**src/mm_pkg.sv**
```systemverilog
// Shared types, constants and helper functions for the matrix multiply block.
// Used by every module of the block and by its checker; depends on nothing.
`timescale 1ns / 1ps

package mm_pkg;

  // Largest matrix dimension that the element stores hold.
  localparam int unsigned MAX_DIM = 8;

  // Field widths of the ports.
  localparam int unsigned KIND_W    = 2;
  localparam int unsigned ROW_W     = 3;
  localparam int unsigned COL_W     = 3;
  localparam int unsigned VAL_W     = 16;
  localparam int unsigned PROD_W    = 36;
  localparam int unsigned CFG_W     = 4;
  localparam int unsigned CFG_IDX_W = 2;

  // Derived widths.
  localparam int unsigned IDX_W     = $clog2(MAX_DIM);
  localparam int unsigned MEM_DEPTH = MAX_DIM * MAX_DIM;
  localparam int unsigned ADDR_W    = $clog2(MEM_DEPTH);
  localparam int unsigned MUL_W     = 2 * VAL_W;
  localparam int unsigned POS_W     = ROW_W + 1;

  // Dimension register value after reset.
  localparam logic [CFG_W-1:0] DIM_RESET = CFG_W'(8);

  // Item kinds carried on the input channel.
  typedef enum logic [KIND_W-1:0] {
    KIND_WR_A = 2'd0,
    KIND_WR_B = 2'd1,
    KIND_RUN  = 2'd2
  } kind_t;

  // Configuration register indexes.
  typedef enum logic [CFG_IDX_W-1:0] {
    REG_A_ROWS    = 2'd0,
    REG_INNER_DIM = 2'd1,
    REG_B_COLS    = 2'd2
  } reg_idx_t;

  // Control that travels with each pair of operands through the datapath.
  typedef struct packed {
    logic valid;
    logic first;
    logic lastk;
  } tag_t;

  // Write request into the element stores.
  typedef struct packed {
    logic              en_a;
    logic              en_b;
    logic [ADDR_W-1:0] addr;
  } wr_t;

  // Last loop index for a dimension register, with zero read as one and
  // anything above the store size read as the store size.
  function automatic logic [IDX_W-1:0] dim_last(input logic [CFG_W-1:0] v);
    logic [IDX_W-1:0] r;
    if (v == '0) begin
      r = '0;
    end else if (v > CFG_W'(MAX_DIM)) begin
      r = IDX_W'(MAX_DIM - 1);
    end else begin
      r = IDX_W'(v - 1'b1);
    end
    return r;
  endfunction

  // True when an element position lies inside the stores.
  function automatic logic in_range(input logic [ROW_W-1:0] r,
                                    input logic [COL_W-1:0] c);
    return (POS_W'(r) < POS_W'(MAX_DIM)) && (POS_W'(c) < POS_W'(MAX_DIM));
  endfunction

  // Row-major store address of an element.
  function automatic logic [ADDR_W-1:0] elem_addr(input logic [IDX_W-1:0] r,
                                                  input logic [IDX_W-1:0] c);
    return ADDR_W'(ADDR_W'(r) * ADDR_W'(MAX_DIM)) + ADDR_W'(c);
  endfunction

endpackage

```
**src/matrix_multiply.sv**
```systemverilog
// Matrix multiply top level: element stores, loop sequencer and result register.
// Depends on mm_pkg, mm_store and mm_mac.
`timescale 1ns / 1ps

// An input item of kind write-A or write-B stores one Q8.8 element, so loads stream
// at one item per cycle while the sequencer is idle. A compute item holds the input
// channel while the sequencer walks the result in row-major order; each result
// element reads its inner_dim operand pairs from the two single-port-read stores,
// one pair per cycle, and then waits for the read, multiply and accumulate
// registers. The sequencer also waits before each result until the output
// register is free. Dimension registers read as 1 when zero and as 8 above 8.
// Store entries hold garbage until written; there is no clearing pass.
module matrix_multiply
  import mm_pkg::*;
(
  input  logic                     clk,
  input  logic                     rst,
  // Configuration write channel.
  input  logic                     cfg_valid,
  output logic                     cfg_ready,
  input  logic [CFG_IDX_W-1:0]     cfg_index,
  input  logic [CFG_W-1:0]         cfg_data,
  // Input item channel.
  input  logic                     in_valid,
  output logic                     in_stall,
  input  logic [KIND_W-1:0]        kind,
  input  logic [ROW_W-1:0]         row,
  input  logic [COL_W-1:0]         col,
  input  logic signed [VAL_W-1:0]  value,
  // Result item channel.
  output logic                     out_valid,
  input  logic                     out_stall,
  output logic [ROW_W-1:0]         out_row,
  output logic [COL_W-1:0]         out_col,
  output logic signed [PROD_W-1:0] product,
  output logic                     last
);

  typedef enum logic [1:0] {
    ST_IDLE,
    ST_START,
    ST_ISSUE,
    ST_WAIT
  } state_t;

  state_t            state;
  logic [CFG_W-1:0]  a_rows;
  logic [CFG_W-1:0]  inner_dim;
  logic [CFG_W-1:0]  b_cols;
  logic [IDX_W-1:0]  i;
  logic [IDX_W-1:0]  j;
  logic [IDX_W-1:0]  k;
  logic [IDX_W-1:0]  ilast;
  logic [IDX_W-1:0]  jlast;
  logic [IDX_W-1:0]  klast;
  tag_t              tag_issue;
  tag_t              tag_r;
  wr_t               wr;
  logic              in_accept;
  logic [VAL_W-1:0]  rd_a_data;
  logic [VAL_W-1:0]  rd_b_data;
  logic [PROD_W-1:0] sum;
  logic              sum_valid;
  logic              out_free;
  logic              elem_last;

  assign cfg_ready = 1'b1;
  assign in_stall  = (state != ST_IDLE);
  assign in_accept = in_valid && !in_stall;
  assign out_free  = !out_valid || !out_stall;
  assign elem_last = (i == ilast) && (j == jlast);

  // Element writes are only taken while idle, so a following compute item
  // always reads the stored value and no forwarding is needed.
  always_comb begin
    wr.en_a = in_accept && (kind == KIND_WR_A) && in_range(row, col);
    wr.en_b = in_accept && (kind == KIND_WR_B) && in_range(row, col);
    wr.addr = elem_addr(IDX_W'(row), IDX_W'(col));
  end

  // One operand pair is issued per cycle in the issue state.
  always_comb begin
    tag_issue.valid = (state == ST_ISSUE);
    tag_issue.first = (k == '0);
    tag_issue.lastk = (k == klast);
  end

  mm_store u_store (
    .clk       (clk),
    .wr        (wr),
    .wr_data   (value),
    .rd_a_addr (elem_addr(i, k)),
    .rd_b_addr (elem_addr(k, j)),
    .rd_a_data (rd_a_data),
    .rd_b_data (rd_b_data)
  );

  mm_mac u_mac (
    .clk       (clk),
    .rst       (rst),
    .a_data    (rd_a_data),
    .b_data    (rd_b_data),
    .tag_in    (tag_r),
    .sum       (sum),
    .sum_valid (sum_valid)
  );

  // Sequencer, configuration registers and the result register.
  always_ff @(posedge clk) begin
    if (rst) begin
      state     <= ST_IDLE;
      out_valid <= 1'b0;
      tag_r     <= '0;
      a_rows    <= DIM_RESET;
      inner_dim <= DIM_RESET;
      b_cols    <= DIM_RESET;
    end else begin
      tag_r <= tag_issue;
      if (out_valid && !out_stall) begin
        out_valid <= 1'b0;
      end
      if (cfg_valid && cfg_ready) begin
        case (cfg_index)
          REG_A_ROWS:    a_rows    <= cfg_data;
          REG_INNER_DIM: inner_dim <= cfg_data;
          REG_B_COLS:    b_cols    <= cfg_data;
          default: ;
        endcase
      end
      case (state)
        ST_IDLE: begin
          if (in_accept && (kind == KIND_RUN)) begin
            ilast <= dim_last(a_rows);
            klast <= dim_last(inner_dim);
            jlast <= dim_last(b_cols);
            i     <= '0;
            j     <= '0;
            k     <= '0;
            state <= ST_START;
          end
        end
        ST_START: begin
          // Start a dot product only when its result has somewhere to go.
          if (out_free) begin
            state <= ST_ISSUE;
          end
        end
        ST_ISSUE: begin
          if (k == klast) begin
            k     <= '0;
            state <= ST_WAIT;
          end else begin
            k <= k + 1'b1;
          end
        end
        ST_WAIT: begin
          if (sum_valid) begin
            out_valid <= 1'b1;
            out_row   <= ROW_W'(i);
            out_col   <= COL_W'(j);
            product   <= sum;
            last      <= elem_last;
            if (elem_last) begin
              state <= ST_IDLE;
            end else begin
              if (j == jlast) begin
                j <= '0;
                i <= i + 1'b1;
              end else begin
                j <= j + 1'b1;
              end
              state <= ST_START;
            end
          end
        end
        default: state <= ST_IDLE;
      endcase
    end
  end

endmodule

```
**src/mm_store.sv**
```systemverilog
// Element stores for the A and B matrices, one synchronous memory each.
// Depends on mm_pkg for widths and the write request type.
`timescale 1ns / 1ps

module mm_store
  import mm_pkg::*;
(
  input  logic              clk,
  input  wr_t               wr,
  input  logic [VAL_W-1:0]  wr_data,
  input  logic [ADDR_W-1:0] rd_a_addr,
  input  logic [ADDR_W-1:0] rd_b_addr,
  output logic [VAL_W-1:0]  rd_a_data,
  output logic [VAL_W-1:0]  rd_b_data
);

  logic [VAL_W-1:0] a_mem [MEM_DEPTH];
  logic [VAL_W-1:0] b_mem [MEM_DEPTH];

  // Store A: one write port, one registered read port.
  always_ff @(posedge clk) begin
    if (wr.en_a) begin
      a_mem[wr.addr] <= wr_data;
    end
    rd_a_data <= a_mem[rd_a_addr];
  end

  // Store B: one write port, one registered read port.
  always_ff @(posedge clk) begin
    if (wr.en_b) begin
      b_mem[wr.addr] <= wr_data;
    end
    rd_b_data <= b_mem[rd_b_addr];
  end

endmodule

```
**src/mm_mac.sv**
```systemverilog
// Multiply-accumulate datapath: a registered 16x16 multiply and a 36-bit accumulator.
// Depends on mm_pkg for widths and the operand tag type.
`timescale 1ns / 1ps

module mm_mac
  import mm_pkg::*;
(
  input  logic              clk,
  input  logic              rst,
  input  logic [VAL_W-1:0]  a_data,
  input  logic [VAL_W-1:0]  b_data,
  input  tag_t              tag_in,
  output logic [PROD_W-1:0] sum,
  output logic              sum_valid
);

  logic signed [MUL_W-1:0]  prod;
  logic signed [PROD_W-1:0] acc;
  logic signed [PROD_W-1:0] prod_ext;
  tag_t                     tag_m;

  // Control follows the product register; the sum is flagged after the last term.
  always_ff @(posedge clk) begin
    if (rst) begin
      tag_m     <= '0;
      sum_valid <= 1'b0;
    end else begin
      tag_m     <= tag_in;
      sum_valid <= tag_m.valid && tag_m.lastk;
    end
  end

  assign prod_ext = {{(PROD_W - MUL_W){prod[MUL_W-1]}}, prod};

  // Product register, then accumulate; the first term of a dot product restarts the sum.
  always_ff @(posedge clk) begin
    prod <= $signed(a_data) * $signed(b_data);
    if (tag_m.valid) begin
      acc <= tag_m.first ? prod_ext : acc + prod_ext;
    end
  end

  assign sum = acc;

endmodule

```
**config.mk**
```make
export PLATFORM = sky130hd
export DESIGN_NAME = matrix_multiply
export DESIGN_NICKNAME = d
export VERILOG_FILES = /design/src/mm_pkg.sv /design/src/matrix_multiply.sv /design/src/mm_store.sv /design/src/mm_mac.sv
export SDC_FILE = /design/constraint.sdc
export NUM_CORES = 2
export LEC_CHECK = 0
export ABC_CLOCK_PERIOD_IN_PS = 5480
export BUFFER_PORTS_ARGS = -buffer_cell sky130_fd_sc_hd__clkbuf_2
export CAP_MARGIN = 25
export CORE_ASPECT_RATIO = 0.7
export CORE_UTILIZATION = 57
export DETAILED_ROUTE_END_ITERATION = 10
export GPL_TIMING_DRIVEN = 0
export PLACE_DENSITY = 0.76
export REMOVE_ABC_BUFFERS = 1
export SETUP_SLACK_MARGIN = 0.5
export SLEW_MARGIN = 20
export SYNTH_ARGS = -nofsm -noshare
export SYNTH_HDL_FRONTEND = slang
export SYNTH_SLANG_ARGS = --single-unit
```
**constraint.sdc**
```tcl
create_clock -name clk -period 5.48 [get_ports clk]
set_input_delay 0.822 -clock clk [delete_from_list [all_inputs] [get_ports clk]]
set_output_delay 0.822 -clock clk [all_outputs]
set_load 0.05 [all_outputs]
```
# Yosys cells after proc, flatten, opt, wreduce, memory -nomap -nowiden
# Memory sizes are Yosys's and may differ from the RTL's. A register that Yosys moved wholly into a read port is not among the register bits.
# Cells that the tools add are included.
# op_classes
mux	28
n_mul	1
n_lt_le_gt_ge	3
n_reduce_logical	30
bitwise_logic	1
addsub	10
n_eq_ne	16
# ops
operator	count
36-bit by 32-bit adder with 36-bit output	1
36-bit two-way mux	1
3-bit two-way mux	11
16-bit by 16-bit multiplier with 32-bit output	1
6-bit by 3-bit adder with 6-bit output	3
3-bit case mux with 2 select lines	3
4-bit greater-than comparator, second input constant	3
4-bit zero test	3
2-bit != test, second input constant	5
3-bit by 1-bit adder with 3-bit output, second input constant	3
3-bit equality test	3
3-bit AND reduction	3
3-bit by 1-bit subtractor with 3-bit output, second input constant	3
2-bit equality test, second input constant	4
1-bit two-way mux	8
2-bit two-way mux	4
2-bit case mux with 4 select lines	1
1-bit logical AND	7
2-bit by 1-bit equality test with 1-bit output, second input constant	3
2-bit zero test	3
2-bit AND reduction	3
6-bit AND reduction	1
2-bit nonzero test	3
5-bit AND reduction	1
other kinds (6)	8
# word_totals
out_inout_bits	46
word_cells	115
input_bits	35
mem_count	2
ff_bits	151
ramBits	2048
# mem_list
name	words	width	read_ports	rd_clocked_by_memory_dff	write_ports	line_no	rtl
u_store.a_mem	64	16	1	1	1	mm_store.sv:17	logic [VAL_W-1:0] a_mem [MEM_DEPTH];
u_store.b_mem	64	16	1	1	1	mm_store.sv:18	logic [VAL_W-1:0] b_mem [MEM_DEPTH];

# Longest topological paths before layout
# depth
ltp_word	6
depth_mapped	25
mapped_depth_nobuf	24

# Modules after synthesis
# From an unflattened synthesis, not the netlist that was laid out.
# hier_totals
cells_unflattened	5189
area_unflattened_um2	95935.8
# by_module_without_submodules
module	area_per_inst_um2	seq_area_each_um2	n_inst	cells_per_inst
mm_store	79180.9	62139.6	1	3519
mm_mac	13663.1	1801.7	1	1459
matrix_multiply	3091.7	2192.1	1	211

# Least setup slack after synthesis
# No wires, ideal clock.
# synth_path
kind	reg2reg
start	register u_store.rd_a_data[10], read port of u_store.a_mem
end	register u_mac.prod[31]
period_less_slack_ns	6.014
required_ns	5.358
path_slack_ns	-0.534
setup_time_ns	0.122
t_arrival_ns	5.892
stages_incl_launch_ff	25
n_path_buf	1
cell_sequence	dfxtp_1 -> clkbuf_1 -> nand2_1 -> fa_1 -> fa_1 -> inv_1 -> fa_1 -> inv_1 -> fa_1 -> inv_1 -> fa_1 -> inv_1 -> fa_1 -> inv_1 -> ha_1 -> and4_1 -> a21oi_1 -> o21ai_1 -> a31oi_2 -> o31a_1 -> o21ai_1 -> o31ai_2 -> o21ai_1 -> a211oi_2 -> xnor2_1
# synth_via
elab_chain_len	1
# synth_rtl
element	line_no	rtl
start, declared	mm_store.sv:13	output logic [VAL_W-1:0] rd_a_data,
16-bit by 16-bit multiplier with 32-bit output	mm_mac.sv:37	prod <= $signed(a_data) * $signed(b_data);
end signal, assigned	mm_mac.sv:37	
end, declared	mm_mac.sv:17	logic signed [MUL_W-1:0] prod;
# No other way between the ends.
# A chain may end at the register's enable or synchronous reset.

# Final worst setup path
# layout_path
start	register u_store.rd_b_data[3], read port of u_store.b_mem
end	register u_mac.prod[25]
# layout_via
elab_chain_len	1
# layout_rtl
element	line_no	rtl
start, declared	mm_store.sv:14	output logic [VAL_W-1:0] rd_b_data
16-bit by 16-bit multiplier with 32-bit output	mm_mac.sv:37	
# No other way between the ends.

==> impl_metrics.ini <==
[final_layout]
final_cell_mix = edfxtp_1 (2145), mux4_2 (671), inv_1 (301), fa_1 (250), clkbuf_16 (196)
final_common_cell = edfxtp_1
area_growth_pct = 15.4
fin_util_pct = 66.3
drive_gt1_share_pct = 31.0
finalNetCount = 5583

[worst_setup_path]
cp.required_ns = 6.23
slowest_stage = fa_1
worstSetupPathType = reg -> reg
startpoint_type = flip-flop
cp_cell_sequence = buf_6 -> and2_1 -> fa_1 -> inv_1 -> fa_1 -> inv_1 -> fa_1 -> inv_2 -> fa_1 -> fa_1 -> fa_1 -> inv_2 -> ha_4 -> and4_4 -> a21oi_2 -> o21ai_2 -> a31oi_4 -> o31a_1 -> o21ai_2 -> o31ai_2 -> buf_4 -> buf_4 -> buf_6 -> a21boi_2
reg2regPathDepth = 24
crit_top_cell = fa_1
slowest_delay_ns = 0.55
cp_max_fo = 5
endpoint_kind = flip-flop
cp.arrival_ns = 6.60

[global_route]
use_met2_pct = 45.8
grt_pass1_wl_mm = 358
grt_max_degree = 113
grt-ovfl-total = 0
grt_pass1_vias = 50300
antenna_found_initial = 27
met3_usage_pct = 9.24
use_met1_pct = 41.6
grt_use_total_pct = 29.8
busiest_layer = met2

[timing]
hold_viol = 0
rsz0062_at_grt = true
period_needed_ns = 5.85
maxSlewHeadroom_pct = 23.7
worstMarginPinSlew_ns = 1.14
period_share_pct = 107
setup_violations = 12
drv_slew = 0
setup_slack_ns = -0.370
holdWs_ns = 0.244
max_freq_mhz = 171
fin_tns_setup_ns = -2.91
finClkSkew_ns = 0.0701

[die]
initial_core_util_pct = 57.5
die_w_um = 491
die_y_um = 344
rows = 125
dieArea_mm2 = 0.169
coreArea_mm2 = 0.166
io_pins = 81

[detailed_routing]
finalWirelength_mm = 249
vias = 49700
wire_per_inst_um = 33.0
dr.pass1.iters = 9
via_per_inst = 6.59
drcViolationCount = 42
drt_iter0_markers = 7273
drt.antenna.violating_nets = 0

[synthesis]
synth_seq_cells = 2231
avgSynthCellArea_um2 = 20.1
seq_area_frac_synth_pct = 69.3
synth_warnings = 0
synth.distinct_cells = 72
synthArstFlopShare_pct = 0
syn_area_mm2 = 0.0955
synth-edff-count = 2145
synth_flop_cell = edfxtp_1
syn_inst = 4758

[clock_tree]
cts_tree = yes
cts_buffers = 195
path_clk_slew_ns = 0.07
cts_sinks = 2231
insertion_delay_ns = 0.89
clock_path_buffers = 3
cts_root_buf = clkbuf_16
htree_num_levels = 4

[status]
violations = design-rule violations, negative setup slack
outcome = complete, but fails checks

[min_path]
hp-class = in -> reg
min_delay_path_depth = 2

[job]
maxCapViolCount = 0

[placed_design]
routabilityCongestion = 0.864
place_ws_ns = -1.27
io_buffers = 79
dp_hpwl_mm = 149
==> area by class of cell <==
type | instances | area [µm²]
well taps | 2222 | 2780
fillers | 9957 | 55900
flip-flops and latches | 2231 | 66200
repair buffers | 414 | 5460
inverters | 327 | 1240
multi-input cells | 1988 | 28100
diodes | 7 | 17.5
clock buffers | 239 | 5100
clock inverters | 120 | 1170
==> kinds of logic after synthesis <==
group           after synthesis  synth area share (%)
simple gates                624                  3.08
flops                      2231                  69.3
xor+xnor                     77                 0.706
other cells                   1               0.00393
fa+ha+maj                   391                  7.19
compound gates              213                  1.52
buf+inv                     539                  2.26
mux                         682                  16.0
==> Yosys cell counts (all sizes together) (3+ instances only) <==
cell,number,area [µm²]
a211o,6,52.6
a211oi,10,90.1
a21o,33,248
a21oi,46,234
a31oi,4,37.5
and2,135,845
and3,10,62.6
buf,78,429
clkbuf,134,503
dfxtp,86,1720
edfxtp,2145,64400
fa,263,5270
ha,128,1600
inv,327,1230
mux2i,8,80.1
mux4,672,15100
nand2,194,728
nand2b,11,68.8
nand3,23,115
nand3b,7,52.6
nand4,5,31.3
nor2,194,728
nor2b,10,70.1
nor3,11,55.1
nor3b,6,45.0
nor4b,4,35.0
o211ai,8,65.1
o21a,14,105
o21ai,59,295
o21bai,9,71.3
o31ai,5,47.5
or3,4,25.0
or3b,3,26.3
xnor2,56,490
xor2,21,184
==> stage by stage <==
step | area (µm²) | instances
after floorplan | 94500 | 4546
after global placement | 97700 | 6847
after detailed placement | 102000 | 7088
after CTS | 110000 | 7518
after global routing | 110000 | 7543
final | 110000 | 7548
==> final timing paths <==
path                        startpoint         endpoint  slack, ns
setup / recovery  u_store.rd_b_data[3]   u_mac.prod[25]      -0.37
hold / removal             cfg_data[3]        a_rows[3]       0.24
setup reg to reg  u_store.rd_b_data[3]   u_mac.prod[25]      -0.37
hold reg to reg         u_mac.tag_m[0]  u_mac.sum_valid       0.42
==> worst max-delay path: cells and delay by family (launching register included) <==
family | cells | cell delay (ns)
fa+ha+maj | 7 | 3.25
compound gates | 7 | 0.99
buf+inv | 8 | 0.74
simple gates | 2 | 0.39
flops | 1 | 0.37
==> sequential cells by signal, indices dropped and copies added, names as in the netlist, 3 cells and up <==
signal	cells
u_store.rd_b_data	16
i	3
inner_dim	4
ilast	3
u_store.b_mem	1024
product	36
k	3
jlast	3
a_rows	4
b_cols	4
out_row	3
j	3
u_store.rd_a_data	16
tag_r	3
klast	3
out_col	3
u_mac.sum	36
u_store.a_mem	1024
u_mac.prod	32
u_mac.tag_m	3
==> per-layer routing <==
metal / part of all wire [%] / wire, µm
met3: 13 / 32300
met2: 47 / 116000
met1: 37 / 92800
met4: 3.0 / 7460
met5: 0.073 / 181
==> timing repair <==
item / 4_1_cts / 5_1_grt
setup endpoints to repair: 30 / 21
gates cloned: 0 / 0
buffers inserted: 71 / 22
pin swaps: 68 / 49
hold buffers: 0 / 0
resized for setup: 144 / 59
Power is left out: the tool's default activity adds up to more than one toggle a clock period on the data nets, which glitch-free logic cannot reach.
